--- config.mk ---
export PLATFORM = sky130hd
export DESIGN_NAME = wildcard_glob_matcher
export DESIGN_NICKNAME = d
export VERILOG_FILES = /design/src/design/wgm_pkg.sv /design/src/design/wildcard_glob_matcher.sv /design/src/design/wgm_cell.sv
export SDC_FILE = /design/constraint.sdc
export NUM_CORES = 1
export LEC_CHECK = 0
export ABC_AREA = 1
export BUFFER_PORTS_ARGS = -buffer_cell sky130_fd_sc_hd__buf_2
export CAP_MARGIN = 20
export CORE_MARGIN = 1.5
export CORE_UTILIZATION = 34
export DETAILED_ROUTE_END_ITERATION = 8
export PLACE_DENSITY = 0.47
export SLEW_MARGIN = 25
export SYNTH_ARGS = -nofsm -noshare
export SYNTH_HDL_FRONTEND = slang
export SYNTH_SLANG_ARGS = --single-unit
--- constraint.sdc ---
create_clock -name clk -period 2.8 [get_ports clk]
set_input_delay 0.14 -clock clk [delete_from_list [all_inputs] [get_ports clk]]
set_output_delay 0.14 -clock clk [all_outputs]
set_load 0.02 [all_outputs]
--- src/design/wgm_pkg.sv ---
// Package for the wildcard glob matcher: request kinds, wildcard bytes and the
// control bundle broadcast along the row of position cells. No dependencies.
package wgm_pkg;

	localparam logic [1:0] KIND_APPEND = 2'd0;
	localparam logic [1:0] KIND_CLEAR  = 2'd1;
	localparam logic [1:0] KIND_CHAR   = 2'd2;
	localparam logic [1:0] KIND_END    = 2'd3;

	localparam logic [7:0] CH_STAR  = 8'h2A;
	localparam logic [7:0] CH_QUEST = 8'h3F;

	// Control broadcast to every cell for one accepted request.
	typedef struct packed {
		logic step;     // subject character: advance the active positions
		logic restart;  // back to only position zero active
	} wgm_ctrl_t;

endpackage

--- src/design/wildcard_glob_matcher.sv ---
// Wildcard glob matcher: a row of MAX_PATTERN position cells plus one end position.
// Every request (append, clear, subject byte, end of line) is handled when accepted;
// one request per cycle unless a held result stalls the input. The end of line result
// is registered, on the master side in the cycle after its request, held until taken.
// Asynchronous reset empties the pattern, clears the overflow flag and leaves only
// position zero active. Depends on wgm_pkg and wgm_cell.
module wildcard_glob_matcher #(
	parameter int MAX_PATTERN = 64
) (
	input  logic       clk,
	input  logic       arst_n,
	input  logic       s_tvalid,
	output logic       s_tready,
	input  logic [7:0] s_tdata,   // [7:0] char_code
	input  logic [1:0] s_tuser,   // [1:0] kind
	output logic       m_tvalid,
	input  logic       m_tready,
	output logic [7:0] m_tdata    // [0] matched, [1] pattern_overflow, [7:2] zero
);

	localparam int LenW = $clog2(MAX_PATTERN + 1);

	// Raw length counts every byte appended, for the overflow limit. The cells
	// hold the pattern with each run of stars folded into one star, which
	// matches the same lines; cell_len_q counts those stored cells.
	logic [LenW-1:0] raw_len_q;
	logic [LenW-1:0] cell_len_q;
	logic            last_star_q;
	logic            overflow_q;
	logic            tail_active_q;   // the position past the last cell
	logic            m_tvalid_q;
	logic            matched_s1;
	logic            overflow_s1;

	logic            accept;
	logic            do_append;
	logic            do_clear;
	logic            do_end;
	logic            ch_is_star;
	logic            full;
	logic            store;
	wgm_pkg::wgm_ctrl_t ctrl;

	logic [MAX_PATTERN-1:0] star_chain;
	logic [MAX_PATTERN-1:0] adv_chain;
	logic [MAX_PATTERN:0]   closed_all;
	logic [MAX_PATTERN:0]   at_end;
	logic                   line_match;

	// The result register parts the two sides: a new request is taken whenever
	// the slot is free or its result leaves in this cycle.
	assign s_tready  = ~m_tvalid_q | m_tready;
	assign accept    = s_tvalid & s_tready;
	assign do_append = accept & (s_tuser == wgm_pkg::KIND_APPEND);
	assign do_clear  = accept & (s_tuser == wgm_pkg::KIND_CLEAR);
	assign do_end    = accept & (s_tuser == wgm_pkg::KIND_END);
	assign ch_is_star = (s_tdata == wgm_pkg::CH_STAR);
	assign full      = (raw_len_q == LenW'(MAX_PATTERN));
	// A star that follows a stored star adds nothing to the cells.
	assign store     = do_append & ~full & ~(ch_is_star & last_star_q);

	// Any pattern edit and every end of line start a fresh subject.
	assign ctrl.step    = accept & (s_tuser == wgm_pkg::KIND_CHAR);
	assign ctrl.restart = do_append | do_clear | do_end;

	for (genvar i = 0; i < MAX_PATTERN; i++) begin : g_cell
		logic star_prev;
		logic adv_prev;
		if (i == 0) begin : g_head
			assign star_prev = 1'b0;
			assign adv_prev  = 1'b0;
		end else begin : g_body
			assign star_prev = star_chain[i-1];
			assign adv_prev  = adv_chain[i-1];
		end
		wgm_cell u_cell (
			.clk      (clk),
			.arst_n   (arst_n),
			.home     ((i == 0) ? 1'b1 : 1'b0),
			.ctrl     (ctrl),
			.ch       (s_tdata),
			.wr_en    (store & (cell_len_q == LenW'(i))),
			.wr_char  (s_tdata),
			.in_use   (LenW'(i) < cell_len_q),
			.star_in  (star_prev),
			.adv_in   (adv_prev),
			.star_out (star_chain[i]),
			.adv_out  (adv_chain[i]),
			.closed   (closed_all[i])
		);
		assign at_end[i] = (cell_len_q == LenW'(i));
	end

	assign closed_all[MAX_PATTERN] = tail_active_q | star_chain[MAX_PATTERN-1];
	assign at_end[MAX_PATTERN]     = (cell_len_q == LenW'(MAX_PATTERN));
	// The line matched when the position just past the stored pattern is reachable.
	assign line_match = |(closed_all & at_end);

	always_ff @(posedge clk or negedge arst_n) begin
		if (!arst_n) begin
			raw_len_q     <= '0;
			cell_len_q    <= '0;
			last_star_q   <= 1'b0;
			overflow_q    <= 1'b0;
			tail_active_q <= 1'b0;
			m_tvalid_q    <= 1'b0;
		end else begin
			if (do_clear) begin
				raw_len_q   <= '0;
				cell_len_q  <= '0;
				last_star_q <= 1'b0;
				overflow_q  <= 1'b0;
			end else if (do_append) begin
				if (full) begin
					overflow_q <= 1'b1;
				end else begin
					raw_len_q <= raw_len_q + LenW'(1);
				end
				if (store) begin
					cell_len_q  <= cell_len_q + LenW'(1);
					last_star_q <= ch_is_star;
				end
			end
			if (ctrl.restart) begin
				tail_active_q <= 1'b0;
			end else if (ctrl.step) begin
				tail_active_q <= adv_chain[MAX_PATTERN-1];
			end
			if (do_end) begin
				m_tvalid_q <= 1'b1;
			end else if (m_tready) begin
				m_tvalid_q <= 1'b0;
			end
		end
	end

	always_ff @(posedge clk) begin
		if (do_end) begin
			matched_s1  <= line_match;
			overflow_s1 <= overflow_q;
		end
	end

	assign m_tvalid = m_tvalid_q;
	assign m_tdata  = {6'd0, overflow_s1, matched_s1};

endmodule

--- src/design/wgm_cell.sv ---
// One pattern position of the glob matcher row: holds one pattern byte and the
// active bit of its position, and trades closure and advance bits with its neighbours.
// Depends on wgm_pkg.
module wgm_cell (
	input  logic              clk,
	input  logic              arst_n,
	input  logic              home,        // position zero: active after a restart
	input  wgm_pkg::wgm_ctrl_t ctrl,
	input  logic [7:0]        ch,          // subject byte of a step
	input  logic              wr_en,       // store a pattern byte in this cell
	input  logic [7:0]        wr_char,
	input  logic              in_use,      // cell lies inside the stored pattern
	input  logic              star_in,     // active star in the previous cell
	input  logic              adv_in,      // previous cell consumed the byte
	output logic              star_out,
	output logic              adv_out,
	output logic              closed
);

	logic [7:0] char_q;
	logic       active_q;
	logic       is_star;
	logic       hit;

	always_ff @(posedge clk) begin
		if (wr_en) begin
			char_q <= wr_char;
		end
	end

	assign is_star  = (char_q == wgm_pkg::CH_STAR);
	// Star runs are stored collapsed, so a star reached through the previous cell
	// can never itself be preceded by another star: one hop is the whole closure.
	assign closed   = active_q | star_in;
	assign star_out = active_q & in_use & is_star;
	assign hit      = (char_q == wgm_pkg::CH_QUEST) | (char_q == ch);
	assign adv_out  = closed & in_use & ~is_star & hit;

	always_ff @(posedge clk or negedge arst_n) begin
		if (!arst_n) begin
			active_q <= home;
		end else if (ctrl.restart) begin
			active_q <= home;
		end else if (ctrl.step) begin
			active_q <= (closed & in_use & is_star) | adv_in;
		end
	end

endmodule

==> results.md, run 1 <==
* Status: completed
* CTS Buf Count at 72
* Layout Skew at 0.02852 ns
* Critical Path Max Stage Delay at 0.62 ns
* Chip Height at 312.7 um
* Hold EP: g_cell[13].u_cell.char_q[0]
* Worst reg2reg setup slack at 0.02 ns
* First-pass GRT wire length at 159.6 mm
* Die area at 97,790 um^2
* Placed insts at 5,047
* Largest net degree at the start of global routing at 98
* Pwr dens at 543.9 nW/um^2
* RR Startpoint: cell_len_q[0]
* Worst Hold Class: primary input to flip-flop
* Clk Latency, worst-skew pair at 0.64 ns
* Min-Delay Path Depth at 2
* Wire per inst at 20.30 um
* DRC viols at 0
* Synth unique cells at 54
* TritonCTS clock tree: done
* GRT overflow at 0
* FFs w/ async S/R, synth at 13.76%
* Reg clk slew, reported paths at 0.06 ns
* Max-Slew Margin vs Limit at 54.39%
* FF/Latch Area at 17,490 um^2
* Overall power at 20,440 uW
* Detailed-route via count at 26,160
* Initial detailed-routing violation count at 2,099
* EDFF count, synth at 514
* Drt pass-1 iters at 7
* Syn. warnings at 0
* Hold path startpoint: s_tdata[0]
* Syn-to-layout area delta at 15.26%
* Core Area at 95,010 um^2
* Diode count at 0
* Post-synthesis sequential area ratio at 53.62%
* Leakage power total at 0.01442 uW
* CP Max Fanout at 9
* Synthesized area at 32,610 um^2
* Area of the multi-input gates at 13,170 um^2
* Overall Global Routing Usage at 21.54%
* Worst reg2reg path depth at 5
* Routed Antenna Nets at 0
* R2r endpoint: g_cell[36].u_cell.char_q[3]
* Clock sink count at 596
* H-tree levels at 3
* Drt total wl at 105.4 mm
* Postcts setup bufs at 0
* Buffers added on ports at 17
* FF+latch count, synth at 596
* Post_cts resized at 0
* Number of global-route vias before repair at 25,260
* Filler instances at 9,558
* Final setup fails at 0
* Syn avg cell area at 8.715 um^2
* CTS Root Buffer Type: clkbuf_16
* RSZ-0062 raised after global routing: false
* Post-DP HPWL at 71.89 mm
* Max-Cap Viols at 0
* Initial core utilization at 34.32%
* NumNets Final at 3,888
* Share of layout cells above drive strength 1 at 10.11%
* Setup TNS at 0 ns
* Post-synth top flop: edfxtp_1
* Non-filler instance count after layout at 5,191
* Worst path slowest cell: nor3_1
* Post-route setup slack at 0.01785 ns
* Critical Path, Cell by Cell: inv_2 -> ha_1 -> nand3_1 -> nor3_1 -> buf_4
* VDD IR max at 322.4 uV
* Fin. max-slew vios at 0
* Req. time, crit path at 3.14 ns
* Worst Max-Slew Pin Slew at 0.6783 ns
* Vias/cell at 5.039
* Ports at 24
* Rows at 113
* Initial antenna violation count at 0
* CP Launch Type: flip-flop
* Max Clock Freq at 359.4 MHz
* Final cycle utilization of the critical path at 99.36%
* Crit end category: flip-flop
* Syn Inst Count at 3,742
* Final Hold Fails at 0
* Fin crit period at 2.782 ns
* Post-place setup slack at 0.1404 ns
* Critical path arrival at 3.12 ns
* Die Width at 312.7 um
* Clock tree buffer depth at 3
* Crit Path Class: flip-flop to flip-flop
* Placer Congestion at 0.9715
[synth_stat cells (4+ instances only)]
cell type / instances / area share (%)
nor3_1: 111 / 1.7
ha_1: 6 / 0.23
and3_1: 4 / 0.077
nor2_2: 5 / 0.096
nand3_1: 210 / 3.2
nor4_1: 30 / 0.58
inv_2: 6 / 0.069
buf_2: 59 / 0.91
inv_1: 371 / 4.3
dfrtp_1: 81 / 6.2
nand2_1: 1059 / 12
o21ai_1: 14 / 0.21
o21ai_0: 118 / 1.8
xnor2_1: 190 / 5.1
o41ai_1: 4 / 0.11
o31ai_1: 10 / 0.23
edfxtp_1: 514 / 47
nand4_1: 201 / 3.9
nor2_1: 360 / 4.1
buf_1: 4 / 0.046
nand2_2: 6 / 0.12
clkbuf_1: 55 / 0.63
a21boi_0: 9 / 0.21
nand3b_1: 29 / 0.67
buf_4: 13 / 0.30
nor3b_1: 4 / 0.092
or2_2: 94 / 1.8
xor2_1: 50 / 1.3
o22ai_1: 34 / 0.65
a21oi_1: 45 / 0.69
o21bai_1: 6 / 0.14
[through the flow]
stage	area [um^2]	utilization [%]	hold slack, ns
2_1_floorplan	32630	-	-0.1556
3_3_place_gp	35240	37.09	0.2033
6_report	37590	39.56	0.01207
5_1_grt	37590	39.56	0.02231
3_5_place_dp	35240	37.09	0.2069
4_1_cts	37590	39.56	0.004555
[kinds of logic (layout without fill, tap and decap cells)]
logic type / count (synthesis) / in the layout / synth area share (%)
flops: 596 / 596 / 53.62
other cells: 1 / 6 / 0.01150
simple gates: 2125 / 2125 / 28.82
buf+inv: 511 / 690 / 6.265
xor+xnor: 240 / 240 / 6.445
fa+ha+maj: 6 / 6 / 0.2302
compound gates: 263 / 263 / 4.600
[sequential cells by signal (all words and copies together), names as in the netlist]
register and flops:
tail_active_q 1, g_cell.u_cell.active_q 64, g_cell.u_cell.char_q 512, last_star_q 1, cell_len_q 7, overflow_s1 1, overflow_q 1, matched_s1 1
raw_len_q 7, m_tvalid 1
[layout make-up]
type / instances / share of cell area [%]
inverter: 380 / 3.808
clock inverter: 39 / 0.6890
timing repair buffer: 178 / 4.484
multi-input combinational: 2640 / 35.03
tap: 1265 / 4.211
clock buffer: 93 / 5.253
sequential: 596 / 46.52
[timing repair]
action	CTS	global route
hold endpoints to repair	60	0
endpoints found under the setup margin	0	0
hold buffers	12	0
[routing by layer]
| metal | GRT usage, % | routed length, um |
|---|---|---|
| met5 | 0 | 0 |
| met1 | 30.42 | 49860 |
| met3 | 2.726 | 4858 |
| met4 | 5.951 | 2446 |
| met2 | 34.74 | 48220 |
[power by group]
part	switching [uW]	leakage, uW	internal (uW)
logic	1200	0.00756	501
registers	40.7	0.00575	9700
clock network	3760	0.00111	5240
total	5000	0.0144	15400
[worst max path at each step]
stage	slack [ns]	depth (start not counted)	endpoint	start
6_report	0.02	5	g_cell[36].u_cell.char_q[3]	cell_len_q[0]
4_1_cts	0.11	5	g_cell[36].u_cell.char_q[3]	cell_len_q[0]
3_3_place_gp	0.13	5	g_cell[36].u_cell.char_q[5]	cell_len_q[0]
5_1_grt	0.02	5	g_cell[36].u_cell.char_q[7]	cell_len_q[0]
3_5_place_dp	0.14	5	g_cell[36].u_cell.char_q[5]	cell_len_q[0]
2_1_floorplan	0.12	8	g_cell[41].u_cell.char_q[0]	m_tvalid
[critical path, delay by kind of cell, from the launching register on]
kind                       cells  cell delay [ns]
adders and majority gates      1             0.33
buffers and inverters          2             0.51
DFF                            1             0.48
and+or+nand+nor                2             1.15
[cell usage in the layout, fill, tap and decap left out, types with 17 or more instances in the layout]
| master | instances |
|---|---|
| nand3_1 | 210 |
| nor4_1 | 22 |
| nand2_1 | 1058 |
| buf_12 | 25 |
| nor2_1 | 358 |
| buf_4 | 126 |
| xnor2_1 | 190 |
| or2_2 | 94 |
| clkinv_2 | 17 |
| clkbuf_16 | 75 |
| nand4_1 | 201 |
| inv_1 | 365 |
| xor2_1 | 50 |
| edfxtp_1 | 514 |
| o22ai_1 | 34 |
| a21oi_1 | 45 |
| nor3_1 | 111 |
| nand3b_1 | 29 |
| o21ai_0 | 118 |
| dfrtp_1 | 81 |
| clkinv_1 | 21 |
Power figures use the tool's default switching activity.
==> inputs of run 2 (changes only) <==
--- a/config.mk
+++ b/config.mk
@@ -8,11 +8,10 @@
 export ABC_AREA = 1
 export BUFFER_PORTS_ARGS = -buffer_cell sky130_fd_sc_hd__buf_2
 export CAP_MARGIN = 20
-export CORE_MARGIN = 1.5
-export CORE_UTILIZATION = 34
+export CTS_BUF_LIST = sky130_fd_sc_hd__clkbuf_8
 export DETAILED_ROUTE_END_ITERATION = 8
-export PLACE_DENSITY = 0.47
 export SLEW_MARGIN = 25
 export SYNTH_ARGS = -nofsm -noshare
 export SYNTH_HDL_FRONTEND = slang
+export SYNTH_HIERARCHICAL = 1
 export SYNTH_SLANG_ARGS = --single-unit
==> results.md, run 2 <==
* FFs w/ async S/R, synth at 3.383% (-10 points)
* Last stage reached: 1_2_yosys
* Cell taking the most area after synthesis: edfxtp_1
* Post-synth top flop: edfxtp_1
* EDFF count, synth at 514 (unchanged)
* Synth unique cells at 33 (-39%)
* Largest cells by area after synthesis: edfxtp_1 (44%), nand2_1 (18%), inv_1 (11%), xnor2_1 (4.8%), nor3_2 (3.7%)
* FF+latch count, synth at 532 (-11%)
* Post-synth top area share at 43.74% (-3.6 points)
* Top-count cell post-synth: nand2_1
* Status: aborted with a tool error
* Synth cell count leaders: nand2_1 (1,693), inv_1 (1,006), edfxtp_1 (514)
* Cells in synth_stat.txt at 4,744
* Yosys chip area at 35,290 um^2
* Syn. warnings at 0 (unchanged)
* Post-synthesis sequential area ratio at 45.02% (-8.6 points)
* Run Error: ERROR: Found 64 problems in 'check -assert'.
==> run 2: cells by family after synthesis <==
family	after synthesis	synth area share, %
AND/OR/NAND/NOR	2706	34.23
AO/OA/AOI/OAI	255	4.326
buffers and inverters	1049	11.38
flip-flops	532	45.02
other	2	0.02128
adder cells (fa/ha/maj)	6	0.2127
XOR/XNOR	194	4.815
